File: src/hdl/imaxpq_ram.sv
// Generic simple dual-port RAM: one write port, one read port with registered data.
module imaxpq_ram #(
  parameter int WIDTH = 8,
  parameter int DEPTH = 16
) (
  input  logic                     clk,
  input  logic                     we,
  input  logic [$clog2(DEPTH)-1:0] waddr,
  input  logic [WIDTH-1:0]         wdata,
  input  logic [$clog2(DEPTH)-1:0] raddr,
  output logic [WIDTH-1:0]         rdata
);

  logic [WIDTH-1:0] mem [DEPTH];
  logic [WIDTH-1:0] rdata_r;

  always_ff @(posedge clk) begin
    if (we) begin
      mem[waddr] <= wdata;
    end
    rdata_r <= mem[raddr];
  end

  assign rdata = rdata_r;

endmodule

File: config.mk
export PLATFORM = sky130hd
export DESIGN_NAME = imaxpq_ram
export DESIGN_NICKNAME = d
export VERILOG_FILES = /design/src/hdl/imaxpq_ram.sv
export SDC_FILE = /design/constraint.sdc
export NUM_CORES = 1
export LEC_CHECK = 0
export BUFFER_PORTS_ARGS = -buffer_cell sky130_fd_sc_hd__buf_4
export CORE_ASPECT_RATIO = 0.75
export CORE_MARGIN = 1
export CORE_UTILIZATION = 65
export DETAILED_ROUTE_END_ITERATION = 10
export PLACE_DENSITY_LB_ADDON = 0.25
export SLEW_MARGIN = 0
export SYNTH_ARGS = -nofsm -noshare
export SYNTH_HDL_FRONTEND = slang
export SYNTH_SLANG_ARGS = --single-unit
File: constraint.sdc
create_clock -name clk -period 4.1 [get_ports clk]
set_input_delay 0 -clock clk [delete_from_list [all_inputs] [get_ports clk]]
set_output_delay 0 -clock clk [all_outputs]
set_load 0.02 [all_outputs]
==> out/summary.txt <==
outcome - complete, no violations
final worst path period need - 1590 ps
period utilization - 0.388
share of layout cells above drive strength 1 - 0.245
post-synth cell types - 19
# resized after CTS - 0
H-tree depth - 4
clock slew at reported path FFs - 60 ps
pre-CTS worst setup slack - 2240 ps
Synth Instances - 229
layout overhead on the synthesized area - 17.5%
total CTS buffers - 17
RSZ-0062 raised after global routing - no
Setup violations, final - 0
Slew headroom - 0.146
Clock Path Buffers - 2
antenna cells - 0
grt total ovfl - 0
Syn. warnings - 0
critical path startpoint category - input port
Crit-path slowest cell - nor3_1
total iterations of the first detailed-routing run - 5
Post-DP HPWL - 5660 um
Clock Latency Late Sink - 530 ps
largest fanout on the critical path - 8
flops & latches, synth - 136
DR vias/cell - 6.57
Setup CP Type - input port to flip-flop
Seq/Total Area, Yosys - 0.778
Critical Path Max Stage Delay - 1010 ps
Initial DRC Count - 279
first-pass GRT wire length - 16000 um
final wirelength - 10900 um
Core ar. - 0.00750 sq mm
largest net degree at the start of global routing - 33
num ports - 26
hold crit path type - input port to flip-flop
postcts setup bufs - 0
Root Buffer - clkbuf_8
Peak Freq - 628 MHz
die area - 0.00828 sq mm
worst-case clock skew - 6.53 ps
Worst Max-Slew Pin Slew - 1270 ps
Die Span Y - 79.1 um
Register Area - 0.00400 sq mm
total global routing track utilization - 0.292
Max Cap Viol - 0
multi-input logic area - 0.00106 sq mm
TritonCTS clock tree - built
nets@finish - 295
commonest non-fill, non-tap cell in the layout - edfxtp_1
DR DRC count - 0
Die Wd - 105 um
FILL cells - 365
Port Buf Inserts - 25
commonest cells after routing, fill and taps aside - edfxtp_1, buf_4, mux4_2, a22oi_1, clkbuf_16
critical-path cell list - dlygate4sd3_1 > buf_4 > nor3_1
power density over cell area - 519 mW/mm^2
peak supply drop - 482 uV
crit path DAT - 1730 ps
hold_ws - 63.8 ps
Synth Area per Inst - 22.5 sq um
post-layout worst setup margin - 2510 ps
pins over their slew limit - 0
Core Rows - 27
syn_nets - 247
Detail Route Antenna Nets - 0
per-cell routed wire length - 27.8 um
final count of hold timing violations - 0
CTS Sinks - 136
initial antenna violation count - 0
Initial Util - 0.686
Lkg Pwr - 2.04 nW
Crit. End Element - flip-flop
Worst EP required - 4230 ps
vias in the first global route - 2593
mapped cell area - 0.00515 sq mm
via count of the routed design - 2567
Final Wtd Congestion - 0.724
setup_tns - 0 ps
==> routing by layer <==
metal	vias up	global-route usage	routed length [um]
met4	0	0.113	164
met3	14	0.0928	992
met2	162	0.458	5410
met5	-	0	0
met1	1321	0.395	4290
li1	1070	-	-
==> sequential cells by signal (all words and copies together) (netlist names) <==
signal  flops
mem       128
rdata       8
==> where the power goes <==
part / internal (W) / switching (W)
combinational: 0.0000721 / 0.0000954
sequential: 0.00156 / 0.0000110
clock: 0.000853 / 0.000553
==> cell usage after synthesis <==
cell,number,share of area
a22oi_1,16,0.023
and2_1,1,0.0012
and2b_1,1,0.0015
buf_2,3,0.0029
buf_4,1,0.0015
buf_6,3,0.0066
clkdlybuf4s25_2,3,0.0058
dfxtp_1,8,0.031
edfxtp_1,128,0.75
mux4_1,14,0.071
mux4_2,18,0.079
nand2_1,9,0.0066
nand2b_1,2,0.0024
nand3_1,1,0.00097
nand3b_1,2,0.0029
nor2_1,13,0.0095
nor2b_1,1,0.0012
nor3_1,4,0.0039
or3b_2,1,0.0017
==> critical path, delay by kind of cell <==
| family | cells | cell delay [ps] |
|---|---|---|
| simple gates | 1 | 1010 |
| buf+inv | 2 | 710 |
==> kinds of logic after synthesis <==
logic type / Yosys count / synth area share
buffers and inverters: 10 / 0.0168
DFF: 136 / 0.778
and+or+nand+nor: 35 / 0.0318
muxes: 32 / 0.150
AOI/OAI and AO/OA: 16 / 0.0233
==> per-stage QoR <==
step                      total power (W)  std cells  area, sq um   util
after floorplan                   0.00168        229         5150      -
after global placement            0.00174        347         5390  0.719
after detailed placement          0.00175        347         5390  0.719
after CTS                         0.00313        391         6050  0.806
after global routing              0.00321        391         6050  0.806
final                             0.00314        391         6050  0.806
==> layout make-up <==
type / count / share of cell area
flip-flops and latches: 136 / 0.662
clock inverters: 11 / 0.0176
well taps: 101 / 0.0209
clock buffers: 21 / 0.0710
repair buffers: 39 / 0.0534
multi-input cells: 83 / 0.175
==> path summary, 6_finish.rpt <==
| path | start | slack [ps] | end | cells after the start |
|---|---|---|---|---|
| min reg2reg | mem[4][2] | 680 | rdata[2] | 3 |
| max reg2reg | mem[6][6] | 2670 | rdata[6] | 3 |
| min | raddr[3] | 60 | rdata[1] | 4 |
| max | waddr[1] | 2510 | mem[8][3] | 3 |
==> timing repair <==
item / CTS / global route
endpoints found under the hold margin: 136 / 0
hold buffers: 12 / 0
endpoints found under the setup margin: 0 / 0
(Power assumes the default switching activity.)
