## config.mk

```make
export PLATFORM = sky130hd
export DESIGN_NAME = imaxpq_cmp
export DESIGN_NICKNAME = d
export VERILOG_FILES = /design/src/hdl/imaxpq_pkg.sv /design/src/hdl/imaxpq_cmp.sv
export SDC_FILE = /design/constraint.sdc
export NUM_CORES = 1
export LEC_CHECK = 0
export BUFFER_PORTS_ARGS = -buffer_cell sky130_fd_sc_hd__buf_2
export CAP_MARGIN = 20
export CORE_MARGIN = 1
export CORE_UTILIZATION = 47
export DETAILED_ROUTE_END_ITERATION = 6
export GPL_ROUTABILITY_DRIVEN = 0
export PLACE_DENSITY = 0.81
export SLEW_MARGIN = 40
export SYNTH_ARGS = -nofsm -noshare
export SYNTH_HDL_FRONTEND = slang
export SYNTH_SLANG_ARGS = --single-unit
```

## constraint.sdc

```tcl
create_clock -name vclk -period 2.8
set_clock_uncertainty 0.2 [all_clocks]
set_input_delay 0.42 -clock vclk [all_inputs]
set_output_delay 0.42 -clock vclk [all_outputs]
set_load 0.02 [all_outputs]
```

## src/hdl/imaxpq_pkg.sv

```systemverilog
// Shared widths, opcodes and heap entry type for the indexed max priority queue.
package imaxpq_pkg;

  localparam int NODE_W         = 7;
  localparam int WGT_W          = 32;
  localparam int CNT_W          = 8;
  localparam int NODE_COUNT_DEF = 128;

  localparam logic OP_PUSH = 1'b0;
  localparam logic OP_POP  = 1'b1;

  typedef struct packed {
    logic [NODE_W-1:0]       node;
    logic signed [WGT_W-1:0] wgt;
  } heap_ent_t;

endpackage

```

## src/hdl/imaxpq_cmp.sv

```systemverilog
// Shared signed weight comparator with winner select, used by every sift step.
module imaxpq_cmp (
  input  imaxpq_pkg::heap_ent_t a_ent,
  input  imaxpq_pkg::heap_ent_t b_ent,
  output logic                  a_gt,
  output imaxpq_pkg::heap_ent_t win_ent
);
  import imaxpq_pkg::*;

  // strict: ties keep b
  assign a_gt    = $signed(a_ent.wgt) > $signed(b_ent.wgt);
  assign win_ent = a_gt ? a_ent : b_ent;

endmodule

```

==> summary.md, run 1 <==
| Metric | Value |
|---|---|
| Final WS setup | `-0.5086 ns` |
| Critical Path AT | `2.69 ns` |
| Ys Warns | `0` |
| Mapped Nets | `598` |
| Fin. Hold Viols | `0` |
| Die area | `0.006560 sq mm` |
| # setup viols final | `40` |
| Slowest CP cell | `or4_4` |
| GRT Overall Usage | `35.64%` |
| CP max stage delay | `0.67 ns` |
| Area Overhead vs Synth | `70.56%` |
| Drt first pass iters | `6` |
| Layout fillers | `354` |
| Antenna viol nets, final | `0` |
| Most used cell, CP | `buf_8` |
| Commonest non-fill, non-tap cell in the layout | `buf_4` |
| Crit start category | `input pin` |
| Cell count after placement | `726` |
| Switching portion of total power | `55.70%` |
| Crit-path cells | `buf_8, inv_4, ha_4, nand4_4, or4_4, buf_8, o211ai_1, a22oi_1, a31oi_1, nand4b_1, buf_4` |
| DR vias/cell | `6.848` |
| Area share of the largest cell type after synthesis | `13.65%` |
| Fin cells | `741` |
| Int Power | `0.0005108 W` |
| Initial Util | `49.24%` |
| First-pass GRT wire length | `19260 microns` |
| Sequential share of power | `0%` |
| Most frequent cells in the layout | `117 x buf_4, 86 x buf_2, 84 x nand2_1` |
| Yosys cell types | `29` |
| Leak | `2.177 nW` |
| DRC Markers | `0` |
| Tightest Pin Transition | `0.5200 ns` |
| Post-layout nets | `778` |
| CP top delay family | `simple AND/OR/NAND/NOR gates` |
| Vias | `5074` |
| Vias in the first global route | `4525` |
| Maximum vdd drop | `0.1632 mV` |
| Hold/Removal Path Class | `input pin to output pin` |
| Post-synthesis sequential area ratio | `0%` |
| Crit path time final | `3.309 ns` |
| Post-Route Utilization | `83.99%` |
| Mapped cell area | `0.002933 sq mm` |
| Num sequential | `0` |
| Synth top area cells | `ha_1 14%, nand4b_1 12%, nand2_1 11%` |
| Post-synth top area cell | `ha_1` |
| Pin count of the biggest net entering global routing | `55` |
| FMAX | `0.3022 GHz` |
| Core footprint | `0.005956 sq mm` |
| Slew headroom | `64.97%` |
| Number of I/O pins | `118` |
| Drt total wl | `13490 microns` |
| Grt ovf | `0` |
| Net Switching | `0.0006423 W` |
| N_diodes | `0` |
| Initial drt markers | `548` |
| Avg WL per Cell | `18.20 microns` |
| Post-Syn Area per Cell | `6.010 sq um` |
| Logic pwr share | `100.0%` |
| Setup TNS Final | `-15.74 ns` |
| Clock network power share | `0%` |
| Vert. Die Dim | `81.00 microns` |
| IO Port Bufs | `118` |
| WS Path Type | `input pin to output pin` |
| FF/Latch Area | `0 sq um` |
| Antenna violations before repair | `0` |
| Area of the multi-input gates | `0.002930 sq mm` |
| Hold-fix buffers, CTS | `0` |
| Critical Path Fanout Max | `6` |
| Die width | `81.00 microns` |
| Max_cap viols | `0` |
| Status | `complete, but fails checks` |
| Slew Viols, Final | `0` |
| Clock Buffer Count | `0` |
| Unrepaired setup endpoints after global routing | `true` |
| Crit end category | `output pin` |
| Fin crit share | `118.2%` |
| Syn Inst Count | `488` |
| Failing checks | `negative setup slack` |
| Rows | `28` |
| Required @ worst endpoint | `2.18 ns` |
| Worst path bufs/invs | `4` |
| Dpl hpwl | `8271 microns` |
| PD cells | `230.5 mW/mm^2` |
| Share of cells above drive strength 1 | `43.84%` |
## cell usage after synthesis (2+ instances only)
library cell	number
inv_1	33
nand4_1	46
buf_2	11
nor2_1	42
o21ai_0	5
nand3_1	3
a22oi_1	40
clkbuf_1	43
o211ai_1	40
ha_1	32
nand4b_1	39
or4_1	2
a21oi_1	15
nand2_1	84
a31oi_1	39
## worst min-delay path: cells and delay by family
kind / cells / cell delay (ns)
AND/OR/NAND/NOR: 2 / 0.12
buffers and inverters: 2 / 0.25
## final cells by class
| cell class | count | area share, % |
|---|---|---|
| inverter | 34 | 3.452 |
| multi-input combinational | 397 | 58.58 |
| tap | 75 | 1.876 |
| timing repair buffer | 235 | 36.09 |
## cells by family (layout without fill, tap and decap cells)
| logic type | Yosys count | count (layout) | synth area share, % |
|---|---|---|---|
| simple gates | 221 | 221 | 40.15 |
| compound gates | 144 | 144 | 33.70 |
| buf+inv | 91 | 269 | 12.50 |
| fa+ha+maj | 32 | 32 | 13.65 |
## worst paths after layout
check                 start     endpoint  slack [ns]  cells past startpoint
hold / removal    b_ent[21]  win_ent[21]        1.00                      4
setup / recovery  b_ent[31]   win_ent[2]       -0.51                     11
## power groups by stage
stage	registers [W]	logic (W)	clock network (W)
2_1_floorplan	0	0.000594	0
6_report	0	0.00115	0
4_1_cts	0	0.00107	0
5_1_grt	0	0.00122	0
3_3_place_gp	0	0.000982	0
3_5_place_dp	0	0.00102	0
## metal layers
layer  up-vias  track usage (%)  part of all wire, %
met2       416            64.37                   50
met5         -                0                    0
met1      2339            42.19                   36
met3        88            2.809                  9.3
met4         0            16.79                  4.6
li1       2231                -                    -
## stage by stage
| stage | hold slack, ns | power (W) | worst slack (ns) | instance area [sq um] |
|---|---|---|---|---|
| after detailed placement | 1.009 | 0.001021 | -0.4985 | 4497 |
| after global placement | 0.9974 | 0.0009816 | -0.3975 | 4497 |
| after CTS | 1.001 | 0.001069 | -0.3860 | 4790 |
| after global routing | 1.024 | 0.001220 | -0.5894 | 5002 |
| final | 1.001 | 0.001153 | -0.5086 | 5002 |
| after floorplan | 0.8651 | 0.0005938 | -0.1064 | 3276 |
## repair_timing
item | CTS | global route
gates cloned | 1 | 1
hold endpoints to repair | 0 | 0
gates resized for setup | 55 | 31
buffers inserted | 7 | 6
endpoints found under the setup margin | 40 | 40
pin swaps | 29 | 44
Power figures use the tool's default switching activity.
==> run 2: changes to the inputs <==
--- a/config.mk
+++ b/config.mk
@@ -5,11 +5,11 @@
 export SDC_FILE = /design/constraint.sdc
 export NUM_CORES = 1
 export LEC_CHECK = 0
-export BUFFER_PORTS_ARGS = -buffer_cell sky130_fd_sc_hd__buf_2
 export CAP_MARGIN = 20
 export CORE_MARGIN = 1
-export CORE_UTILIZATION = 47
+export CORE_UTILIZATION = 62
 export DETAILED_ROUTE_END_ITERATION = 6
+export DONT_BUFFER_PORTS = 1
 export GPL_ROUTABILITY_DRIVEN = 0
 export PLACE_DENSITY = 0.81
 export SLEW_MARGIN = 40
==> run 2 against run 1 <==
  * The flow finishes with violations (design-rule violations, negative setup slack)
  * Sequential share of layout area stayed put
  * Cell count is 24% lower
  * Count of clock-buffer cells in the layout stayed put
  * Final area is 21% lower
  * Fmax is 6.1% higher
  * First-iteration DRC count is 3.1% higher
  * Critical path type unchanged
  * Highest routed layer unchanged
==> summary.md, run 2 (same netlist as run 1, synthesis figures left out) <==
| Metric | Value |
|---|---|
| Die width | `70.78 microns (-13%)` |
| Tightest Pin Transition | `0.4906 ns (-0.02943 ns)` |
| Setup TNS Final | `-10.71 ns (+5.034 ns)` |
| Worst path bufs/invs | `3 (-1)` |
| Fin crit share | `111.4% (-6.8 points)` |
| GRT Overall Usage | `39.77% (+4.1 points)` |
| Slowest CP cell | `or4_4` |
| WS Path Type | `input pin to output pin` |
| Number of I/O pins | `118 (unchanged)` |
| Vert. Die Dim | `70.78 microns (-13%)` |
| Drt first pass iters | `7 (+1)` |
| Avg WL per Cell | `20.06 microns (+10%)` |
| Share of cells above drive strength 1 | `27.45% (-16 points)` |
| Crit start category | `input pin` |
| Area Overhead vs Synth | `35.45%` |
| Hold-fix buffers, CTS | `0 (unchanged)` |
| Status | `complete, but fails checks` |
| Most frequent cells in the layout | `84 x nand2_1, 62 x buf_4, 46 x nand4_1` |
| Unrepaired setup endpoints after global routing | `true` |
| Final WS setup | `-0.3194 ns (+0.1891 ns)` |
| Uppermost layer routed | `met4` |
| Clock Buffer Count | `0 (unchanged)` |
| Required @ worst endpoint | `2.18 ns (about the same)` |
| Grt ovf | `0 (unchanged)` |
| Post-Route Utilization | `89.39% (+5.4 points)` |
| Initial drt markers | `565 (+3.1%)` |
| Num sequential | `0 (unchanged)` |
| PD cells | `218.0 mW/mm^2 (-5.4%)` |
| CP max stage delay | `0.57 ns (-0.10 ns)` |
| Core footprint | `0.004444 sq mm (-25%)` |
| Rows | `24 (-14%)` |
| Initial Util | `65.99% (+17 points)` |
| FF/Latch Area | `0 sq um (unchanged)` |
| Hold/Removal Path Class | `input pin to output pin` |
| Metal1 wirelength | `4066 microns (-16%)` |
| Fin. Hold Viols | `0 (unchanged)` |
| CP top delay family | `simple AND/OR/NAND/NOR gates` |
| Post-layout nets | `622 (-20%)` |
| DR vias/cell | `7.628 (+11%)` |
| Critical Path AT | `2.50 ns (-0.19 ns)` |
| Area after DPL | `0.003605 sq mm (-20%)` |
| FMAX | `0.3206 GHz (+6.1%)` |
| Pin count of the biggest net entering global routing | `81 (+47%)` |
| Final Cell Area | `0.003973 sq mm (-21%)` |
| IO Port Bufs | `0 (-100%)` |
| Slew headroom | `67.29% (+2.3 points)` |
| Drt total wl | `11270 microns (-16%)` |
| Failing checks | `design-rule violations, negative setup slack` |
| Die area | `0.005009 sq mm (-24%)` |
| Antenna violations before repair | `0 (unchanged)` |
| Met3 wire len | `1066 microns (-15%)` |
| Layout fillers | `219 (-38%)` |
| Crit end category | `output pin` |
| Crit-path cells | `inv_1, ha_1, nand4_1, or4_4, buf_12, o211ai_1, a22oi_1, a31oi_1, nand4b_1, buf_4` |
| Dpl hpwl | `6868 microns (-17%)` |
| DRC Markers | `14 (+14)` |
| Leak | `1.458 nW (-33%)` |
| DR WL met2 | `5608 microns (-17%)` |
| Vias in the first global route | `4065 (-10%)` |
| Maximum vdd drop | `0.1312 mV (-20%)` |
| Antenna viol nets, final | `0 (unchanged)` |
| Max_cap viols | `0 (unchanged)` |
| # setup viols final | `40 (unchanged)` |
| Critical Path Fanout Max | `30 (+24)` |
| Commonest non-fill, non-tap cell in the layout | `nand2_1` |
| Slew Viols, Final | `0 (unchanged)` |
| Dpl ws | `-0.3152 ns (+0.1834 ns)` |
| Vias | `4287 (-16%)` |
| First-pass GRT wire length | `17050 microns (-11%)` |
| Overall power | `0.0008660 W (-25%)` |
| N_diodes | `0 (unchanged)` |
| Crit path time final | `3.119 ns (-0.1891 ns)` |
run 2: cell count changes in the layout (fill, tap and decap cells not counted), moves of 3 or more:
cell   delta
buf_4    -55
buf_2    -86
buf_6    -11
inv_8     +3
inv_1     -4
buf_8     -3
run 2: stage by stage:
stage               hold slack [ns]  cells
CTS                          0.8692    560
finish                       0.8700    562
detailed placement           0.8716    547
floorplan                    0.8651    488
global placement             0.8701    547
global route                 0.8784    562
run 2: layer usage:
layer | up-vias | track usage (%)
met5 | - | 0
met4 | 0 | 18.00
met3 | 89 | 3.561
met2 | 330 | 74.47
met1 | 1951 | 45.47
li1 | 1917 | -
run 2: timing repair:
item                                    in CTS  in global routing
setup buffers                               12                  0
resized for setup                           30                 23
hold endpoints to repair                     0                  0
pin swaps                                   72                 56
endpoints found under the setup margin      40                 40
gates cloned                                 1                  2
run 2: area by class of cell:
type / count / area, sq um / area share, %
inverters: 34 / 202.7 / 5.102
multi-input cells: 397 / 2934 / 73.86
well taps: 52 / 65.06 / 1.638
repair buffers: 79 / 770.7 / 19.40
run 2: power by group:
part | internal [W] | switching (W) | leakage [nW]
logic | 0.000343 | 0.000523 | 1.46
clock network | 0 | 0 | 0
registers | 0 | 0 | 0
run 2: worst paths after layout:
kind	startpoint	slack, ns	cells past startpoint	endpoint
setup / recovery	b_ent[6]	-0.32	10	win_ent[2]
hold / removal	b_ent[37]	0.87	2	win_ent[37]
==> run 3: changes to the inputs <==
--- a/config.mk
+++ b/config.mk
@@ -6,12 +6,14 @@
 export NUM_CORES = 1
 export LEC_CHECK = 0
 export CAP_MARGIN = 20
+export CELL_PAD_IN_SITES_DETAIL_PLACEMENT = 1
+export CELL_PAD_IN_SITES_GLOBAL_PLACEMENT = 2
 export CORE_MARGIN = 1
-export CORE_UTILIZATION = 62
+export CORE_UTILIZATION = 30
 export DETAILED_ROUTE_END_ITERATION = 6
 export DONT_BUFFER_PORTS = 1
 export GPL_ROUTABILITY_DRIVEN = 0
-export PLACE_DENSITY = 0.81
+export PLACE_DENSITY = 0.8
 export SLEW_MARGIN = 40
 export SYNTH_ARGS = -nofsm -noshare
 export SYNTH_HDL_FRONTEND = slang
==> run 3 against run 2 <==
  * Sequential share of layout area is the same
  * The run ends with negative setup slack left
  * Via count decreased by 3.4%
  * Largest power group unchanged
  * Wire length is 20% higher
  * Total power is 0.68% higher
  * Count of clock-buffer cells in the layout unchanged
  * Critical path depth is 1 lower
  * Fmax grew 1.8%
  * Sequential cell count is the same
  * Cell count increased by 14%
==> summary.md, run 3 (same netlist as run 1, synthesis figures left out) <==
| Metric | Value |
|---|---|
| Status | `complete, but fails checks` |
| Failing checks | `negative setup slack` |
| N_diodes | `0 (unchanged)` |
| Grt ovf | `0 (unchanged)` |
| Initial Util | `31.30% (-35 points)` |
| Post-Route Utilization | `44.49% (-45 points)` |
| Num sequential | `0 (unchanged)` |
| Dpl ws | `-0.5050 ns (-0.1898 ns)` |
| Layout fillers | `1185 (+440%)` |
| IO Port Bufs | `0 (unchanged)` |
| Die width | `100.9 microns (+43%)` |
| Die area | `0.01018 sq mm (+100%)` |
| WS Path Type | `input pin to output pin` |
| Crit end category | `output pin` |
| Slew Viols, Final | `0 (unchanged)` |
| Initial drt markers | `150 (-73%)` |
| Avg WL per Cell | `21.01 microns (+4.8%)` |
| Slew headroom | `65.86% (-1.4 points)` |
| Antenna violations before repair | `0 (unchanged)` |
| Critical Path AT | `2.44 ns (-0.06 ns)` |
| Crit start category | `input pin` |
| CP max stage delay | `0.60 ns (+0.03 ns)` |
| Crit-path cells | `inv_12, ha_4, nand4_1, or4_4, buf_16, o211ai_1, a22oi_1, a31oi_1, nand4b_1` |
| PD cells | `209.1 mW/mm^2 (-4.1%)` |
| Final WS setup | `-0.2634 ns (+0.05597 ns)` |
| DR vias/cell | `6.443 (-16%)` |
| Unrepaired setup endpoints after global routing | `true` |
| Area Overhead vs Synth | `42.15%` |
| FMAX | `0.3264 GHz (+1.8%)` |
| Required @ worst endpoint | `2.18 ns (about the same)` |
| Dpl hpwl | `9071 microns (+32%)` |
| Vias in the first global route | `4371 (+7.5%)` |
| Commonest non-fill, non-tap cell in the layout | `nand2_1` |
| Drt first pass iters | `4 (-3)` |
| Hold Path Depth | `2 (unchanged)` |
| Share of cells above drive strength 1 | `29.57% (+2.1 points)` |
| Clock Buffer Count | `0 (unchanged)` |
| DRC Markers | `0 (-14)` |
| Hold/Removal Path Class | `input pin to output pin` |
| Crit path time final | `3.063 ns (-0.05597 ns)` |
| Fin. Hold Viols | `0 (unchanged)` |
| Rows | `35 (+46%)` |
| Most frequent cells in the layout | `84 x nand2_1, 66 x buf_4, 46 x nand4_1` |
| Leak | `1.484 nW (+1.8%)` |
| Fin crit share | `109.4% (-2.0 points)` |
| Vias | `4143 (-3.4%)` |
| Vert. Die Dim | `100.9 microns (+43%)` |
| Critical Path Fanout Max | `20 (-33%)` |
| GRT Overall Usage | `25.63% (-14 points)` |
| Tightest Pin Transition | `0.5121 ns (+0.02151 ns)` |
| Maximum vdd drop | `0.07622 mV (-42%)` |
| Pin count of the biggest net entering global routing | `49 (-40%)` |
| Drt total wl | `13510 microns (+20%)` |
| Post-layout nets | `626 (+0.64%)` |
| Antenna viol nets, final | `0 (unchanged)` |
| Slowest CP cell | `or4_4` |
| First-pass GRT wire length | `21330 microns (+25%)` |
| FF/Latch Area | `0 sq um (unchanged)` |
| Max_cap viols | `0 (unchanged)` |
| # setup viols final | `40 (unchanged)` |
| Core footprint | `0.009371 sq mm (+110%)` |
| Hold-fix buffers, CTS | `0 (unchanged)` |
| Number of I/O pins | `118 (unchanged)` |
run 3: cell type report:
type,count,area (sq um),area share [%]
repair buffers,83,823.3,19.75
inverters,34,202.7,4.862
well taps,129,161.4,3.872
multi-input cells,397,2982,71.52
run 3: report_power, final:
group / internal (W) / switching, W / total, W
Sequential: 0 / 0 / 0
Combinational: 0.000345 / 0.000527 / 0.000872
Clock: 0 / 0 / 0
run 3: worst paths after layout:
kind / startpoint / to / slack (ns)
max: b_ent[10] / win_ent[30] / -0.26
min: b_ent[12] / win_ent[12] / 0.87
run 3: stage by stage:
| stage | TNS (ns) | power [W] | area [sq um] | std cells | hold slack [ns] |
|---|---|---|---|---|---|
| final | -8.360 | 0.0008719 | 4169 | 643 | 0.8736 |
| after global routing | -12.20 | 0.0009482 | 4169 | 643 | 0.8793 |
| after CTS | -9.958 | 0.0008491 | 4096 | 643 | 0.8746 |
| after detailed placement | -17.64 | 0.0008266 | 3741 | 629 | 0.8749 |
| after global placement | -15.57 | 0.0007906 | 3741 | 629 | 0.8718 |
| after floorplan | -3.785 | 0.0005938 | 3276 | 488 | 0.8651 |
run 3: routing by layer:
layer | track usage (%) | part of all wire (%)
met2 | 51.16 | 54
met1 | 28.95 | 40
met4 | 4.682 | 1.3
met5 | 0 | 0
met3 | 2.982 | 4.8
run 3: what timing repair did:
action,CTS,global route
cloned,4,0
setup buffers,10,2
gates resized for setup,33,30
pin swaps,75,36
setup endpoints to repair,40,40
run 3: critical path, delay by kind of cell:
family | cells | cell delay, ns
AO/OA/AOI/OAI | 3 | 0.53
buffers and inverters | 2 | 0.20
adder cells (fa/ha/maj) | 1 | 0.24
AND/OR/NAND/NOR | 3 | 1.02
